## src/sv/vpp_pkg.sv

```systemverilog
// Package for the vertex projection block: word types, codes and
// single-precision arithmetic helpers split at pipeline register boundaries.
// No dependencies.
`default_nettype none

package vpp_pkg;

	typedef enum logic {
		OP_LOAD  = 1'b0,
		OP_POINT = 1'b1
	} op_t;

	typedef enum logic [1:0] {
		CFG_WIDTH  = 2'd0,
		CFG_HEIGHT = 2'd1,
		CFG_WCLIP  = 2'd2
	} cfg_idx_t;

	typedef enum logic [1:0] {
		FK_NUM = 2'd0,
		FK_INF = 2'd1,
		FK_NAN = 2'd2
	} fkind_t;

	typedef enum logic [1:0] {
		RK_NUM  = 2'd0,
		RK_ZERO = 2'd1,
		RK_INF  = 2'd2
	} rkind_t;

	localparam logic [31:0] FP_QNAN = 32'h7FC0_0000;
	localparam logic [31:0] FP_HALF = 32'h3F00_0000;
	localparam logic [31:0] FP_ONE  = 32'h3F80_0000;
	localparam logic [31:0] FP_ZERO = 32'h0000_0000;

	typedef struct packed {
		op_t         op;
		logic [3:0]  matrix_index;
		logic [31:0] matrix_value;
		logic [31:0] point_x;
		logic [31:0] point_y;
		logic [31:0] point_z;
		logic        batch_last_in;
	} in_word_t;

	typedef struct packed {
		logic [31:0] screen_x;
		logic [31:0] screen_y;
		logic [31:0] depth;
		logic        visible;
		logic        batch_last_out;
	} out_word_t;

	// value = sig * 2^(ex - 176) before rounding; sticky folded into a low bit of sig
	typedef struct packed {
		fkind_t             kind;
		logic               sgn;
		logic signed [11:0] ex;
		logic [49:0]        sig;
	} pre_t;

	// normalized divisor: value = man * 2^(ex - 150), man[23] set when RK_NUM
	typedef struct packed {
		rkind_t            kind;
		logic              sgn;
		logic [23:0]       man;
		logic signed [9:0] ex;
	} rcp_in_t;

	function automatic logic [5:0] clz50(logic [49:0] v);
		logic [5:0] n;
		n = 6'd50;
		for (int i = 0; i < 50; i++) begin
			if (v[i]) n = 6'(49 - i);
		end
		return n;
	endfunction

	function automatic pre_t fp_mul_a(logic [31:0] a, logic [31:0] b);
		logic [7:0]  ea, eb;
		logic [23:0] ma, mb;
		logic        an, bn, ai, bi, az, bz;
		logic [47:0] prod;
		pre_t        p;
		ea = a[30:23];
		eb = b[30:23];
		ma = {ea != 8'h00, a[22:0]};
		mb = {eb != 8'h00, b[22:0]};
		an = (ea == 8'hFF) && (a[22:0] != 23'd0);
		bn = (eb == 8'hFF) && (b[22:0] != 23'd0);
		ai = (ea == 8'hFF) && (a[22:0] == 23'd0);
		bi = (eb == 8'hFF) && (b[22:0] == 23'd0);
		az = a[30:0] == 31'd0;
		bz = b[30:0] == 31'd0;
		prod = 48'(ma) * 48'(mb);
		p.sgn = a[31] ^ b[31];
		p.sig = {prod, 2'b00};
		p.ex = $signed({4'b0, (ea == 8'h00) ? 8'd1 : ea})
			+ $signed({4'b0, (eb == 8'h00) ? 8'd1 : eb}) - 12'sd126;
		if (an || bn || (ai && bz) || (bi && az)) p.kind = FK_NAN;
		else if (ai || bi) p.kind = FK_INF;
		else p.kind = FK_NUM;
		return p;
	endfunction

	function automatic pre_t fp_add_a(logic [31:0] a, logic [31:0] b);
		logic [31:0] big, sml;
		logic [7:0]  eb, es, d;
		logic [4:0]  dc;
		logic [26:0] big27, sml27, al;
		logic [53:0] tmp;
		logic [27:0] sum;
		logic        an, bn, ai, bi;
		pre_t        p;
		an = (a[30:23] == 8'hFF) && (a[22:0] != 23'd0);
		bn = (b[30:23] == 8'hFF) && (b[22:0] != 23'd0);
		ai = (a[30:23] == 8'hFF) && (a[22:0] == 23'd0);
		bi = (b[30:23] == 8'hFF) && (b[22:0] == 23'd0);
		if (a[30:0] >= b[30:0]) begin
			big = a;
			sml = b;
		end else begin
			big = b;
			sml = a;
		end
		eb = (big[30:23] == 8'h00) ? 8'd1 : big[30:23];
		es = (sml[30:23] == 8'h00) ? 8'd1 : sml[30:23];
		big27 = {big[30:23] != 8'h00, big[22:0], 3'b000};
		sml27 = {sml[30:23] != 8'h00, sml[22:0], 3'b000};
		d = eb - es;
		dc = (d > 8'd27) ? 5'd27 : d[4:0];
		tmp = {sml27, 27'd0} >> dc;
		al = tmp[53:27] | {26'd0, |tmp[26:0]};
		if (a[31] ^ b[31]) sum = {1'b0, big27} - {1'b0, al};
		else sum = {1'b0, big27} + {1'b0, al};
		p.sig = {sum, 22'd0};
		p.ex = $signed({4'b0, eb}) + 12'sd1;
		p.sgn = (sum == 28'd0) ? (a[31] & b[31]) : big[31];
		if (an || bn || (ai && bi && (a[31] != b[31]))) p.kind = FK_NAN;
		else if (ai || bi) p.kind = FK_INF;
		else p.kind = FK_NUM;
		return p;
	endfunction

	function automatic logic [31:0] fp_round(pre_t p);
		logic [5:0]         lz;
		logic signed [11:0] en, rsh;
		logic [49:0]        norm, lost;
		logic               st, inc;
		logic [7:0]         expf;
		logic [30:0]        base;
		logic [31:0]        res;
		lz = clz50(p.sig);
		en = p.ex - $signed({6'b0, lz});
		norm = p.sig;
		lost = '0;
		expf = '0;
		rsh = '0;
		res = FP_QNAN;
		unique case (p.kind)
			FK_NAN: res = FP_QNAN;
			FK_INF: res = {p.sgn, 8'hFF, 23'd0};
			default: begin
				if (p.sig == 50'd0) begin
					res = {p.sgn, 31'd0};
				end else begin
					if (en >= 12'sd1) begin
						norm = p.sig << lz;
						expf = en[7:0];
					end else if (p.ex >= 12'sd1) begin
						norm = p.sig << 6'(p.ex - 12'sd1);
					end else begin
						rsh = 12'sd1 - p.ex;
						if (rsh > 12'sd50) rsh = 12'sd50;
						{norm, lost} = {p.sig, 50'd0} >> rsh[5:0];
					end
					st = (|norm[24:0]) | (|lost);
					inc = norm[25] & (st | norm[26]);
					if (en >= 12'sd255) begin
						res = {p.sgn, 8'hFF, 23'd0};
					end else begin
						base = {expf, norm[48:26]} + 31'(inc);
						res = {p.sgn, base};
					end
				end
			end
		endcase
		return res;
	endfunction

	function automatic logic fp_gt(logic [31:0] a, logic [31:0] b);
		logic an, bn, r;
		an = (a[30:23] == 8'hFF) && (a[22:0] != 23'd0);
		bn = (b[30:23] == 8'hFF) && (b[22:0] != 23'd0);
		if (an || bn) r = 1'b0;
		else if (!a[31] && b[31]) r = !((a[30:0] == 31'd0) && (b[30:0] == 31'd0));
		else if (a[31] && !b[31]) r = 1'b0;
		else if (!a[31]) r = a[30:0] > b[30:0];
		else r = a[30:0] < b[30:0];
		return r;
	endfunction

	function automatic rcp_in_t rcp_prep(logic [31:0] c);
		logic [7:0]  e;
		logic [22:0] f;
		logic [4:0]  lz;
		rcp_in_t     r;
		e = c[30:23];
		f = c[22:0];
		lz = '0;
		for (int i = 0; i < 23; i++) begin
			if (f[i]) lz = 5'(23 - i);
		end
		r.sgn = c[31];
		if (e == 8'h00) begin
			r.man = {1'b0, f} << lz;
			r.ex = 10'sd1 - $signed({5'b0, lz});
		end else begin
			r.man = {1'b1, f};
			r.ex = $signed({2'b0, e});
		end
		if (e == 8'hFF) r.kind = RK_INF;
		else if (c[30:0] == 31'd0) r.kind = RK_ZERO;
		else r.kind = RK_NUM;
		return r;
	endfunction

endpackage

`default_nettype wire

```

## src/sv/vpp_recip.sv

```systemverilog
// Pipelined single-precision reciprocal: restoring division, two quotient
// bits per stage, then one rounding stage. Carries a side tag. Uses vpp_pkg.
`default_nettype none

module vpp_recip #(
	parameter int TAG_W = 98
) (
	input  wire logic              clk,
	input  wire logic              arst_n,
	input  wire logic              en,
	input  wire logic              in_valid,
	input  wire vpp_pkg::rcp_in_t  op,
	input  wire logic [TAG_W-1:0]  tag,
	output logic                   out_valid,
	output logic [31:0]            iw,
	output logic [TAG_W-1:0]       out_tag
);
	import vpp_pkg::*;

	localparam int QBITS = 28;
	localparam int STEPS = 2;
	localparam int NSTG  = QBITS / STEPS;

	logic             v_s   [NSTG];
	logic [24:0]      rem_s [NSTG];
	logic [QBITS-1:0] quo_s [NSTG];
	rcp_in_t          op_s  [NSTG];
	logic [TAG_W-1:0] tag_s [NSTG];

	logic             v_q;
	logic [31:0]      iw_q;
	logic [TAG_W-1:0] tag_q;
	pre_t             pre;

	for (genvar g = 0; g < NSTG; g++) begin : g_stg
		logic [24:0]      r_in, r_nx;
		logic [QBITS-1:0] q_in, q_nx;
		rcp_in_t          o_in;
		logic [TAG_W-1:0] t_in;
		logic             v_in;

		if (g == 0) begin : g_first
			assign r_in = 25'h080_0000;
			assign q_in = '0;
			assign o_in = op;
			assign t_in = tag;
			assign v_in = in_valid;
		end else begin : g_rest
			assign r_in = rem_s[g-1];
			assign q_in = quo_s[g-1];
			assign o_in = op_s[g-1];
			assign t_in = tag_s[g-1];
			assign v_in = v_s[g-1];
		end

		always_comb begin
			r_nx = r_in;
			q_nx = q_in;
			for (int k = 0; k < STEPS; k++) begin
				if (r_nx >= {1'b0, o_in.man}) begin
					q_nx = {q_nx[QBITS-2:0], 1'b1};
					r_nx = r_nx - {1'b0, o_in.man};
				end else begin
					q_nx = {q_nx[QBITS-2:0], 1'b0};
				end
				r_nx = {r_nx[23:0], 1'b0};
			end
		end

		always_ff @(posedge clk or negedge arst_n) begin
			if (!arst_n) v_s[g] <= 1'b0;
			else if (en) v_s[g] <= v_in;
		end

		always_ff @(posedge clk) begin
			if (en) begin
				rem_s[g] <= r_nx;
				quo_s[g] <= q_nx;
				op_s[g]  <= o_in;
				tag_s[g] <= t_in;
			end
		end
	end

	always_comb begin
		pre.sgn = op_s[NSTG-1].sgn;
		pre.ex = 12'sd254 - 12'(op_s[NSTG-1].ex);
		pre.sig = {quo_s[NSTG-1], 22'd0} | {49'd0, rem_s[NSTG-1] != 25'd0};
		pre.kind = FK_NUM;
		unique case (op_s[NSTG-1].kind)
			RK_ZERO: pre.kind = FK_INF;
			RK_INF:  pre.sig = '0;
			default: pre.kind = FK_NUM;
		endcase
	end

	always_ff @(posedge clk or negedge arst_n) begin
		if (!arst_n) v_q <= 1'b0;
		else if (en) v_q <= v_s[NSTG-1];
	end

	always_ff @(posedge clk) begin
		if (en) begin
			iw_q  <= fp_round(pre);
			tag_q <= tag_s[NSTG-1];
		end
	end

	assign out_valid = v_q;
	assign iw = iw_q;
	assign out_tag = tag_q;

endmodule

`default_nettype wire

```

## config.mk

```make
export PLATFORM = sky130hd
export DESIGN_NAME = vpp_recip
export DESIGN_NICKNAME = d
export VERILOG_FILES = /design/src/sv/vpp_pkg.sv /design/src/sv/vpp_recip.sv
export SDC_FILE = /design/constraint.sdc
export NUM_CORES = 2
export LEC_CHECK = 0
export BUFFER_PORTS_ARGS = -buffer_cell sky130_fd_sc_hd__buf_2
export CELL_PAD_IN_SITES_DETAIL_PLACEMENT = 1
export CELL_PAD_IN_SITES_GLOBAL_PLACEMENT = 1
export CORE_UTILIZATION = 53
export CTS_CLUSTER_DIAMETER = 40
export DETAILED_ROUTE_END_ITERATION = 7
export PLACE_DENSITY = 0.91
export REMOVE_ABC_BUFFERS = 1
export SETUP_SLACK_MARGIN = 0.15
export SLEW_MARGIN = 20
export SYNTH_ARGS = -nofsm -noshare
export SYNTH_HDL_FRONTEND = slang
export SYNTH_SLANG_ARGS = --single-unit
export TNS_END_PERCENT = 50
```

## constraint.sdc

```tcl
create_clock -name clk -period 8.9 [get_ports clk]
set_input_delay 0.89 -clock clk [delete_from_list [all_inputs] [get_ports clk]]
set_output_delay 0.89 -clock clk [all_outputs]
set_load 0.1 [all_outputs]
```

## After elaboration in Yosys (flattened, before gate mapping)

Memories as Yosys holds them, arrays and structs flattened. A register that Yosys moved wholly into a read port is not among the register bits.
Index checks and enable logic that the tools add are counted.

- Memories: 4
- Register bits after elaboration: 47
- Bits in writable memories: 2618
- Output and inout bits: 131
- Logic and storage cells: 235

- Order comparisons: 32
- Shift operators: 3
- Reduce and logical (&&, ||, !) cells: 5
- Equality and inequality tests: 4
- $add $sub $neg: 33
- Mux-type cells: 134
- Bitwise logic cells: 4

Memories:

| name | depth | width | rd ports | clocked after Yosys merged registers in | wr ports | line | text |
|---|---|---|---|---|---|---|---|
| tag_s | 14 | 98 | 14 | 1 | 14 | vpp_recip.sv:28 | `logic [TAG_W-1:0] tag_s [NSTG];` |
| op_s | 14 | 37 | 14 | 0 | 14 | vpp_recip.sv:27 | `rcp_in_t op_s [NSTG];` |
| quo_s | 14 | 28 | 14 | 0 | 14 | vpp_recip.sv:26 | `logic [QBITS-1:0] quo_s [NSTG];` |
| rem_s | 14 | 24 | 14 | 0 | 14 | vpp_recip.sv:25 | `logic [24:0] rem_s [NSTG];` |

Operators with widths:

| cell | number |
|---|---|
| >= comparator 25 x 24 -> 1 bit | 27 |
| 2-to-1 mux 24 bit | 28 |
| subtractor 24 bit | 27 |
| 2-to-1 mux 6 bit | 56 |
| 2-to-1 mux 50 bit | 6 |
| 2-to-1 mux 49 bit | 5 |
| left shift 50 x 6 -> 49 bit | 2 |
| >> shifter 100 x 6 -> 99 bit | 1 |
| one-hot mux 32 bit (2 select lines) | 1 |
| 2-to-1 mux 31 bit | 2 |
| zero test 50 bit | 1 |
| bitwise OR 50 x 1 -> 50 bit | 1 |
| OR reduction 50 bit | 1 |
| 2-to-1 mux 8 bit | 4 |
| adder 31 x 1 -> 31 bit | 1 |
| 2-to-1 mux 1 bit | 31 |
| nonzero test 25 bit | 1 |
| OR reduction 25 bit | 1 |
| >= comparator 24 bit, first input constant | 1 |
| subtractor 24 bit, first input constant | 1 |
| >= comparator 12 x 2 -> 1 bit, second input constant | 1 |
| >= comparator 12 x 9 -> 1 bit, second input constant | 1 |
| greater-than comparator 12 x 7 -> 1 bit, second input constant | 1 |
| subtractor 11 x 7 -> 12 bit | 1 |
| 10 further kinds | 13 |

## Depth between registers and ports, before layout

An unclocked memory read counts as a cell.

- Word-level depth: 75
- Depth in mapped cells: 39

## Least setup slack after synthesis

Ideal clock, no wire load.

- Kind: reg2reg
- From: memory op_s[1][159] (netlist bit)
- To: memory rem_s[1][126] (netlist bit), data pin
- Setup slack: 1073 ps
- Stages on the path, launching flop included: 40
- Arrival: 7567 ps
- Required time: 8640 ps
- Cell sequence: edfxtp_1 inv_1 ha_1 nor2b_1 o21ai_0 a21boi_0 o21ai_0 a21boi_0 o21ai_0 a21boi_0 o31ai_1 a2111oi_0 o31ai_1 nor2b_1 o21ai_0 a21bo_2 clkbuf_1 clkbuf_1 [4 not listed] ha_1 inv_1 a21oi_1 o21ai_0 a21oi_1 o21ai_0 nand2b_1 a311oi_1 o31ai_1 o41ai_1 o21a_1 o21ai_0 a21oi_1 nand2b_1 nor2b_1 clkbuf_1 clkbuf_1 mux2_2

RTL lines:

| item | line |
|---|---|
| start, declared | vpp_recip.sv:27 |
| end, declared | vpp_recip.sv:25 |

==> summary.md <==
| Metric | Value |
|---|---|
| Clock-pin slew on the worst setup and hold paths | `70 ps` |
| Max-Cap Viols | `0` |
| Ys flop type | `edfxtp_1` |
| First-pass GRT wire length | `between 600 and 700 mm` |
| Worst hold stages | `1` |
| Post-Route WL | `roughly 420 mm` |
| Pre-CTS setup slack | `-145 ps` |
| Area growth syn-to-layout | `15.3%` |
| CP required | `approximately 9500 ps` |
| Max VDD drop | `~350 µV` |
| Largest fanout on the critical path | `17` |
| Gate Count Post-Synth | `9,209` |
| Status | `finished, violations left` |
| Comb pwr share | `roughly half` |
| Largest net degree at the start of global routing | `between 200 and 250` |
| Worst min path class | `in -> reg` |
| Failing checks | `DRC, setup timing` |
| Static Leakage | `between 50 and 60 nW` |
| Period utilisation layout | `111%` |
| Max Clock Freq | `about 100 MHz` |
| Netlist Area Pre-Place | `between 100,000 and 150,000 µm²` |
| Number of synthesized flops with an enable pin | `roughly 2,500` |
| Synth top area cells | `edfxtp_1 (63%), ha_1 (6.7%), mux2_2 (3.8%), xnor2_1 (2.3%), a21oi_1 (2.2%)` |
| Initial antenna violation count | `just under 60` |
| Drt drc | `just under 90` |
| Total global-route track usage | `between 30% and 40%` |
| CTS tree | `yes` |
| Seq cells post-synth | `2,557` |
| Core ar. | `approximately 230,000 µm²` |
| Share of the synthesized area in the top cell type | `between 60% and 70%` |
| Final hold viol count | `0` |
| DR top layer | `met5` |
| Arrival time at the worst endpoint | `approximately 10,000 ps` |
| Worst-margin pin slew | `roughly 1300 ps` |
| Final-report max-slew violation count | `0` |
| Post-synth top area cell | `edfxtp_1` |
| Initial DRC count | `about 9,900` |
| Setup Skew | `106 ps` |
| Met3 routed WL | `around 37 mm` |
| Seq pwr share | `between 20% and 30%` |
| RSZ-0062 raised after global routing | `yes` |
| Synth unique cells | `slightly above 100` |
| Final hold slack | `between 50 and 60 ps` |
| Net Switching | `around 27 mW` |
| Crit path kind | `reg -> reg` |
| Fin crit period | `roughly 9900 ps` |
| Die Wd | `about 480 µm` |
| Post-synthesis sequential area ratio | `62.9%` |
| Relative slew slack | `a little under an eighth` |
| CTS Buffer Depth | `4` |
| Full die area | `roughly 230,000 µm²` |
| R2R cell count | `33` |
| PwrDens | `about 460 nW/µm²` |
| Clk root buf | `clkbuf_16` |
| Max stage delay on crit path | `around 870 ps` |
| DR vias | `around 86,000` |
| Met2 WL | `slightly above 200 mm` |
| H-tree Lvls | `5` |
| IO Pins | `270` |
| Via density | `~6.6` |
| Number of global-route vias before repair | `90,500` |
| Most frequent cells in the layout | `edfxtp_1 (2,542), nor2_1 (682), ha_1 (647)` |
| Endpoint class of the critical path | `flip-flop` |
| # fillers | `21,600` |
| Post-DP HPWL | `roughly 250 mm` |
| Worst path slowest cell | `nor3_1` |
| DRT met1 WL | `between 100 and 150 mm` |
| Port-buffer cells | `269` |
| Cell mode on critical path | `o21ai_1` |
| Final core utilization | `between 60% and 70%` |
| # clock sinks | `2,557` |
| Layout cells sized above 1 | `roughly 16%` |
| Number of nets with antenna violations after routing | `0` |
| Critical Path Start Type | `flip-flop` |
| Routed WL per cell | `roughly 32 µm` |
| Async S/R FF share, synth | `less than 1%` |
| Clock power frac | `22.6%` |
| DRT Pass-1 Iters | `8` |
| Final worst setup slack | `-954 ps` |
| Total number of yosys warnings | `0` |
| Most common cell after layout, fill and taps aside | `edfxtp_1` |
| Initial Utilization | `between 50 and 60%` |
| Die height | `just under 500 µm` |
| Syn_area_per_cell | `~13 µm²` |
| CTS buffer count | `roughly 360` |
| Net Sw Frac | `between 40% and 50%` |
| Overflow after GRT | `0` |
| Pint | `~37 mW` |
| Final #Nets | `~11,000` |
| Rows | `175` |
| Endpoints failing setup | `48` |
| GP Congestion | `between 0.9 and 1` |
| Clk_lat worst skew | `between 900 and 1000 ps` |
-- cell usage after synthesis (97+ instances only) --
master and instances:
ha_1 648, o21ai_0 426, xor2_1 163, nand2_1 488, edfxtp_1 2542, nand3_1 152
nor2_1 684, clkbuf_1 162, inv_1 584, xnor2_1 323, mux2_2 408, a21o_1 209
mux2i_1 97, a21oi_1 544, nand4_1 133, nor3_1 206
-- final cells by class --
| type | count | area [µm²] | share of cell area, % |
|---|---|---|---|
| Clock inverter | 236 | 2610 | 1.86 |
| Tap cell | 3009 | 3760 | 2.68 |
| Clock buffer | 400 | 9200 | 6.55 |
| Multi-Input combinational cell | 5854 | 42800 | 30.4 |
| Sequential cell | 2557 | 76700 | 54.6 |
| Antenna cell | 32 | 80.1 | 0.0570 |
| Timing Repair Buffer | 474 | 3160 | 2.25 |
| Inverter | 592 | 2220 | 1.58 |
-- power by group through the flow --
| stage | Clock [mW] | Sequential, mW | Combinational, mW |
|---|---|---|---|
| after CTS | 14.6 | 17.3 | 30.1 |
| after floorplan | 0 | 17.1 | 19.6 |
| after detailed placement | 0 | 17.4 | 28.0 |
| after global placement | 0 | 17.3 | 26.0 |
| after global routing | 15.1 | 17.5 | 33.9 |
| final | 14.6 | 17.5 | 32.5 |
-- worst max-delay path, delay by kind of cell (launching register included) --
family | cells | cell delay (ps)
buffers and inverters | 3 | 650
adder cells (fa/ha/maj) | 2 | 840
AND/OR/NAND/NOR | 5 | 1580
flip-flops | 1 | 720
AO/OA/AOI/OAI | 23 | 5690
-- path summary, 6_finish.rpt --
check / slack (ps) / endpoint / startpoint
setup / recovery: -950 / rem_s[1][90]$_DFFE_PP_ / op_s[1][87]$_DFFE_PP_
hold / removal: 60 / op_s[0][35]$_DFFE_PP_ / op[35]
setup reg to reg: -950 / rem_s[1][90]$_DFFE_PP_ / op_s[1][87]$_DFFE_PP_
hold reg to reg: 360 / tag_s[7][1]$_DFFE_PP_ / tag_s[6][1]$_DFFE_PP_
max in group asynchronous: 8230 / g_stg[7].v_in$_DFFE_PN0P_ / arst_n
min in group asynchronous: 400 / out_valid$_DFFE_PN0P_ / arst_n
-- sequential cells by signal, indices dropped and copies added, names as in the netlist --
register	flops
rem_s	336
g_stg.v_in	13
v_s	1
quo_s	210
iw	32
tag_s	1372
out_tag	98
out_valid	1
op_s	494
-- layer usage --
| layer | vias up | GRT usage (%) |
|---|---|---|
| li1 | 36200 | - |
| met1 | 42400 | 39.8 |
| met2 | 5354 | 59.6 |
| met3 | 2137 | 10.3 |
| met4 | 54 | 24.0 |
| met5 | - | 0.808 |
-- stage by stage --
| stage | instance area (µm²) | setup TNS [ps] | cells | power [mW] |
|---|---|---|---|---|
| CTS | 140000 | 0 | 13100 | 62.0 |
| detailed placement | 128000 | -473 | 12500 | 45.4 |
| global route | 140000 | -15070 | 13100 | 66.5 |
| floorplan | 121000 | -7900 | 9003 | 36.7 |
| finish | 141000 | -19220 | 13200 | 64.6 |
| global placement | 128000 | 0 | 12500 | 43.3 |
-- cells by family after synthesis --
family	share of synthesized area (%)
fa+ha+maj	6.88
xor+xnor	3.52
mux	5.08
buf+inv	2.48
simple gates	8.82
flops	62.9
compound gates	10.3
-- timing repair --
action / CTS / global route
pin swaps: 3 / 14
endpoints found under the setup margin: 209 / 326
hold buffers: 1 / 0
endpoints found under the hold margin: 15 / 0
setup buffers: 2 / 29
gates resized for setup: 55 / 105
(Power assumes the default switching activity.)
